File: config.mk
export PLATFORM = sky130hd
export DESIGN_NAME = mce_ctrl
export DESIGN_NICKNAME = d
export VERILOG_FILES = /design/src/rtl/core/mce_pkg.sv /design/src/rtl/core/mce_ctrl.sv
export SDC_FILE = /design/constraint.sdc
export NUM_CORES = 1
export LEC_CHECK = 0
export ABC_CLOCK_PERIOD_IN_PS = 1400
export BUFFER_PORTS_ARGS = -buffer_cell sky130_fd_sc_hd__buf_4
export CORE_UTILIZATION = 36
export DETAILED_ROUTE_END_ITERATION = 10
export PLACE_DENSITY = 0.84
export RECOVER_POWER = 100
export SLEW_MARGIN = 5
export SYNTH_ARGS = -nofsm -noshare
export SYNTH_HDL_FRONTEND = slang
export SYNTH_SLANG_ARGS = --single-unit
File: constraint.sdc
create_clock -name clk -period 1.4 [get_ports clk]
set_input_delay 0.28 -clock clk [delete_from_list [all_inputs] [get_ports clk]]
set_output_delay 0.28 -clock clk [all_outputs]
set_load 0.02 [all_outputs]
File: src/rtl/core/mce_pkg.sv
// Shared constants, types and helper functions of the multinomial coefficient engine.
package mce_pkg;

    localparam int MAX_ROW     = 63;
    localparam int STORE_DEPTH = (MAX_ROW + 1) * (MAX_ROW + 2) / 2;
    localparam int ADDR_W      = $clog2(STORE_DEPTH);
    localparam int FIELD_W     = 7;
    localparam int SUM_W       = 8;
    localparam int COEF_W      = 64;
    localparam int HALF_W      = COEF_W / 2;
    localparam int ACC_W       = 2 * COEF_W;
    localparam int IN_DATA_W   = ((3 * FIELD_W + 7) / 8) * 8;
    localparam int OUT_USER_W  = 2;

    localparam logic [SUM_W-1:0] SUM_CAP = '1;

    localparam logic OP_BINOMIAL    = 1'b0;
    localparam logic OP_MULTINOMIAL = 1'b1;

    typedef enum logic [3:0] {
        ST_IDLE,
        ST_DECIDE,
        ST_BCHK,
        ST_BHEAD,
        ST_BNEXT,
        ST_BRD,
        ST_BWR,
        ST_BTAIL,
        ST_READ,
        ST_RWAIT,
        ST_MUL,
        ST_MDONE,
        ST_EMIT
    } state_t;

    typedef struct packed {
        logic load;
        logic bin_fixed;
        logic set_nk_bin;
        logic list_first;
        logic list_range;
        logic list_skip;
        logic set_nk_list;
        logic row_init;
        logic row_head;
        logic row_rd;
        logic row_wr;
        logic row_tail;
        logic tbl_rd;
        logic bin_capture;
        logic mul_start;
        logic mul_step;
        logic mul_done;
        logic emit;
    } dp_cmd_t;

    typedef struct packed {
        logic op_multi;
        logic last;
        logic bin_trivial;
        logic bin_range;
        logic list_open;
        logic new_range;
        logic range_flag;
        logic need_build;
        logic bld_more;
        logic mul_last;
        logic out_free;
    } dp_stat_t;

    // Start address of row r in the triangle store: r(r+1)/2.
    function automatic logic [ADDR_W-1:0] row_base(input logic [FIELD_W-1:0] r);
        logic [2*FIELD_W-1:0] p;
        p = (2 * FIELD_W)'(r) * ((2 * FIELD_W)'(r) + (2 * FIELD_W)'(1));
        return p[ADDR_W:1];
    endfunction

endpackage

File: src/rtl/core/mce_ctrl.sv
// Controller state machine that sequences row building, table reads and multiplies.
module mce_ctrl (
    input  logic              clk,
    input  logic              rst_n,
    input  logic              s_tvalid,
    output logic              s_tready,
    input  mce_pkg::dp_stat_t stat,
    output mce_pkg::dp_cmd_t  cmd
);

    mce_pkg::state_t state_reg;
    mce_pkg::state_t state_next;

    always_ff @(posedge clk or negedge rst_n)
    begin
        if (!rst_n)
        begin
            state_reg <= mce_pkg::ST_IDLE;
        end
        else
        begin
            state_reg <= state_next;
        end
    end

    always_comb
    begin
        state_next = state_reg;
        cmd        = '0;
        case (state_reg)
            mce_pkg::ST_IDLE:
            begin
                if (s_tvalid)
                begin
                    cmd.load   = 1'b1;
                    state_next = mce_pkg::ST_DECIDE;
                end
            end
            mce_pkg::ST_DECIDE:
            begin
                if (!stat.op_multi)
                begin
                    if (stat.bin_trivial || stat.bin_range)
                    begin
                        cmd.bin_fixed = 1'b1;
                        state_next    = mce_pkg::ST_EMIT;
                    end
                    else
                    begin
                        cmd.set_nk_bin = 1'b1;
                        state_next     = mce_pkg::ST_BCHK;
                    end
                end
                else if (!stat.list_open)
                begin
                    cmd.list_first = 1'b1;
                    state_next     = stat.last ? mce_pkg::ST_EMIT : mce_pkg::ST_IDLE;
                end
                else if (stat.new_range)
                begin
                    cmd.list_range = 1'b1;
                    state_next     = stat.last ? mce_pkg::ST_EMIT : mce_pkg::ST_IDLE;
                end
                else if (stat.range_flag)
                begin
                    cmd.list_skip = 1'b1;
                    state_next    = stat.last ? mce_pkg::ST_EMIT : mce_pkg::ST_IDLE;
                end
                else
                begin
                    cmd.set_nk_list = 1'b1;
                    state_next      = mce_pkg::ST_BCHK;
                end
            end
            mce_pkg::ST_BCHK:
            begin
                if (stat.need_build)
                begin
                    cmd.row_init = 1'b1;
                    state_next   = mce_pkg::ST_BHEAD;
                end
                else
                begin
                    state_next = mce_pkg::ST_READ;
                end
            end
            mce_pkg::ST_BHEAD:
            begin
                cmd.row_head = 1'b1;
                state_next   = mce_pkg::ST_BNEXT;
            end
            mce_pkg::ST_BNEXT:
            begin
                state_next = stat.bld_more ? mce_pkg::ST_BRD : mce_pkg::ST_BTAIL;
            end
            mce_pkg::ST_BRD:
            begin
                cmd.row_rd = 1'b1;
                state_next = mce_pkg::ST_BWR;
            end
            mce_pkg::ST_BWR:
            begin
                cmd.row_wr = 1'b1;
                state_next = mce_pkg::ST_BNEXT;
            end
            mce_pkg::ST_BTAIL:
            begin
                cmd.row_tail = 1'b1;
                state_next   = mce_pkg::ST_BCHK;
            end
            mce_pkg::ST_READ:
            begin
                cmd.tbl_rd = 1'b1;
                state_next = mce_pkg::ST_RWAIT;
            end
            mce_pkg::ST_RWAIT:
            begin
                if (stat.op_multi)
                begin
                    cmd.mul_start = 1'b1;
                    state_next    = mce_pkg::ST_MUL;
                end
                else
                begin
                    cmd.bin_capture = 1'b1;
                    state_next      = mce_pkg::ST_EMIT;
                end
            end
            mce_pkg::ST_MUL:
            begin
                cmd.mul_step = 1'b1;
                if (stat.mul_last)
                begin
                    state_next = mce_pkg::ST_MDONE;
                end
            end
            mce_pkg::ST_MDONE:
            begin
                cmd.mul_done = 1'b1;
                state_next   = stat.last ? mce_pkg::ST_EMIT : mce_pkg::ST_IDLE;
            end
            mce_pkg::ST_EMIT:
            begin
                if (stat.out_free)
                begin
                    cmd.emit   = 1'b1;
                    state_next = mce_pkg::ST_IDLE;
                end
            end
            default:
            begin
                state_next = mce_pkg::ST_IDLE;
            end
        endcase
    end

    assign s_tready = (state_reg == mce_pkg::ST_IDLE);

endmodule

==> results of run 1 <==
## kinds of logic after synthesis
family | after synthesis | synth area share (%)
simple gates | 50 | 50.2
compound gates | 15 | 20.4
buf+inv | 10 | 9.30
flops | 4 | 20.1
## stage by stage
step / setup slack (ps) / cell area [sq um] / utilization, %
2_1_floorplan: -89.0 / 518 / -
3_3_place_gp: -34.1 / 828 / 63.7
3_5_place_dp: -74.8 / 828 / 63.7
4_1_cts: -306 / 1040 / 80.0
## cells in the mapped netlist (all sizes together)
master	number	area, sq um
a21oi	6	30.0
a31oi	2	12.5
and2	1	6.26
and3	2	12.5
buf	5	27.5
clkbuf	1	3.75
dfrtp	4	100
inv	4	15.0
nand2	5	18.8
nand2b	5	31.3
nand3	3	15.0
nand3b	2	15.0
nand4	1	6.26
nor2	17	63.8
nor2b	2	12.5
nor3	7	35.0
nor3b	2	15.0
o2111ai	1	15.0
o21ai	2	10.0
o21bai	2	15.0
o311ai	1	8.76
o32a	1	10.0
or2	1	6.26
or3	2	12.5
## what timing repair did
action,CTS
pin swaps,5
endpoints found under the setup margin,19
hold buffers,1
resized for setup,29
buffers inserted,9
endpoints found under the hold margin,4
==> impl_metrics.yaml, run 1 <==
outcome:
  status: "did not finish"
  lastStage: "5_1_grt"
  stop_error: "[ERROR DPL-0038] Utilization greater than 100%, impossible to legalize"
floorplan:
  start_util_pct: 38.3
  rows: 13
  die_w_um: 39.2
  io_pins: 33
  die_height_um: 39.2
yosys:
  yosys_warnings: 0
  synth_area_sq_um: 498
  synthCells: 79
  synth-seq-cells: 4
  ys_seq_area_share_pct: 20.1
  synth_nets: 93
  yosysUniqueCellTypes: 25
  syn_area_per_cell_sq_um: 6.30
placed_design:
  io_buffers: 32
  place_congestion: 0.922
  hpwlAfterDp_um: 1290
  dp.cells: 131
clocking:
  cts_inserted_buffers: 3
  cts.sink_count: 4
  cts.path.max_buffers: 2
  root_buffer: "clkbuf_4"
  htreeDepth: 1
global_route:
  grt_max_degree: 12
sta:
  worstEndpointGrtRepair: "cmd[11]"
  worstEpCategory: "top-level output"
==> run 2: changes to the inputs <==
ABC_CLOCK_PERIOD_IN_PS = 1800   (was 1400)
CORE_AREA = 2 2 63 65   (was default)
CORE_UTILIZATION = default   (was 36)
DIE_AREA = 0 0 65 67   (was default)
PLACE_DENSITY = default   (was 0.84)
PLACE_DENSITY_LB_ADDON = 0.15   (was default)
clock period = 1.8 ns   (was 1.4 ns; I/O delays follow)
==> run 2 against run 1 <==
Effect of this change:
- synthesized cell count did not move
- the run now ends clean
- area after synthesis is the same
==> impl_metrics.yaml, run 2 <==
clocking:
  root_buffer: "clkbuf_8"
  htreeDepth: 1
  cts_inserted_buffers: 3
  postCtsSetupRepairBufs: 0
  cts.path.max_buffers: 2
  cts.sink_count: 4
  cts_tree: "yes"
  clkTransAtPathRegs_ps: 30
  clock_latency_ps: 210
yosys:
  synth_mux_area_share_pct: 0
  yosysUniqueCellTypes: 25
  synthCells: 79
  yosys_warnings: 0
  ys_top_cells_by_count: "nor2_1, nor3_1, a21oi_1"
  synth_top_flop_cell: "dfrtp_1"
  yosys.area_share.simple_pct: 50.3
  synth-xor-area-share_pct: 0
  yosys.area.top_type_share_pct: 20.1
  synth_top_family_by_area: "simple AND/OR/NAND/NOR gates"
  synth_nets: 93
  yosys.area.top_type: "dfrtp_1"
  synth.most_common_cell: "nor2_1"
  synth_compound_area_share_pct: 20.4
  synth_fa_ha_area_share_pct: 0
  synth_area_leaders: "dfrtp_1, nor2_1, nor3_1, nand2b_1, a21oi_1"
  async_reset_ff_share_pct: 100
  synth_edf_count: 0
  synth-seq-cells: 4
  syn_area_per_cell_sq_um: 6.30
  ys_seq_area_share_pct: 20.1
  synth_area_sq_um: 498
power:
  clock_power_share_pct: 15.4
  power.density_nw_per_um2: 1390
  p_switching_w: 0.000571
  leakage_nw: 0.413
  p_int_w: 0.000619
  pwr-share-seq_pct: 14.0
  max-vdd-ir-drop_mv: 0.310
  p_comb_share_pct: 70.6
  p_sw_share_pct: 48.0
routing:
  wl_per_cell_um: 11.0
  drt_pass1_iterations: 2
  vias: 655
  drc_errors: 0
  vias_per_cell: 4.04
  wl_um: 1780
  drtIter0Drc: 7
  drtAntennaViolNets: 0
global_route:
  first_global_vias: 657
  antenna_found_initial: 0
  grtUsageMet1_pct: 9.19
  grt.overflow.total: 0
  grt_max_degree: 15
  grtUsageMet3_pct: 2.03
  grt_pass1_wl_um: 2770
  grt_use_total_pct: 8.23
  busiest_layer: "met2"
  gr-usage-met2_pct: 14.9
worst_setup_path:
  required_ps: 1440
  cpPeakStageDelay_ps: 370
  critical_path_class: "reg -> out"
  worst-path-max-fanout: 2
  crit_start: "state_reg[3]$_DFFE_PN0P_"
  crit_path_start_kind: "register"
  crit_arrival_ps: 1390
  crit-reg2reg-launch: "state_reg[1]$_DFFE_PN0P_"
  crit_chain: "or2_1 -> or3_4 -> inv_1 -> buf_4"
  slowest_stage: "or3_4"
  crit_path_end_kind: "output pin"
cells_and_area:
  final_cells: 162
  nets: 130
  mostFrequentLayoutCells: "buf_4, nor2_1, clkbuf_2"
  finish.utilization_pct: 23.7
  area_growth_pct: 71.6
  drive_above_1_share_pct: 38.6
  layout_commonest_cell: "buf_4"
  largest_register_ffs: 4
  fillCellCount: 405
  antenna_cells: 0
outcome:
  status: "completed"
floorplan:
  coreArea_sq_um: 3610
  rows: 22
  die_height_um: 67
  die_area_sq_um: 4360
  io_pins: 33
  start_util_pct: 13.8
  die_w_um: 65
job:
  maxCapViolCount: 0
sta:
  slew_viol_final: 0
  timing.final.ws_setup_ps: 54.2
  clock.fmax_mhz: 573
  maxSlewHeadroom_pct: 75.1
  worstMarginPinSlew_ps: 369
  skew_ps: 2.42
  min_period_ps: 1750
  final.period_utilization_pct: 97.0
  hold_viol: 0
  setup_viol: 0
  timing.setup.tns_ps: 0
  grt_setup_unrepaired: "yes"
placed_design:
  place_congestion: 0.678
  io_buffers: 32
  dp.cells: 158
  hpwlAfterDp_um: 1440
  dp_slack_ps: 160
worst_hold_path:
  hp-class: "in -> async"
## run 2: cell counts after synthesis
Identical to the previous run, type by type.
## run 2: path summary, 6_finish.rpt
check	endpoint	slack (ps)	cells past startpoint
max	cmd[11]	50	4
min	state_reg[0]$_DFFE_PN0P_	500	2
max reg2reg	state_reg[3]$_DFFE_PN0P_	420	4
min reg2reg	state_reg[2]$_DFFE_PN0P_	690	3
max in group asynchronous	state_reg[1]$_DFFE_PN0P_	1120	2
min in group clk	state_reg[1]$_DFFE_PN0P_	580	4
## run 2: layout make-up
type / count / area [sq um] / share of cell area [%]
Multi-Input combinational cell: 65 / 388 / 45.4
Timing Repair Buffer: 38 / 250 / 29.3
Sequential cell: 4 / 100 / 11.7
Tap cell: 48 / 60.1 / 7.03
Clock buffer: 3 / 41.3 / 4.83
Inverter: 4 / 15.0 / 1.76
## run 2: routing by layer
metal	vias to the layer above	wire [um]
li1	344	-
met1	289	778
met2	22	856
met3	0	146
met4	0	0
met5	-	0
## run 2: cells by family after synthesis
group	count (synthesis)
AOI/OAI and AO/OA	15
buffers and inverters	10
DFF	4
and+or+nand+nor	50
## run 2: power groups by stage
stage | clock [W] | sequential, W | combinational (W)
final | 0.000183 | 0.000167 | 0.000841
after global routing | 0.000198 | 0.000173 | 0.000928
after CTS | 0.000191 | 0.000155 | 0.000830
after detailed placement | 0 | 0.000156 | 0.000827
after global placement | 0 | 0.000156 | 0.000831
after floorplan | 0 | 0.000164 | 0.000533
## run 2: critical path: cells and delay by family, from the launching register on
family | cells | cell delay, ps
simple gates | 2 | 610
flops | 1 | 360
buf+inv | 2 | 190
## run 2: timing repair
action	in CTS	in global routing
gates resized for setup	0	9
endpoints found under the setup margin	0	4
hold buffers	1	0
hold endpoints to repair	4	0
## run 2: through the flow
stage	hold slack [ps]	area [sq um]	total power, W
CTS	472	861	0.00118
finish	499	855	0.00119
detailed placement	157	810	0.000983
floorplan	64.4	503	0.000697
global route	532	855	0.00130
global placement	159	810	0.000987
(Power assumes the default switching activity.)
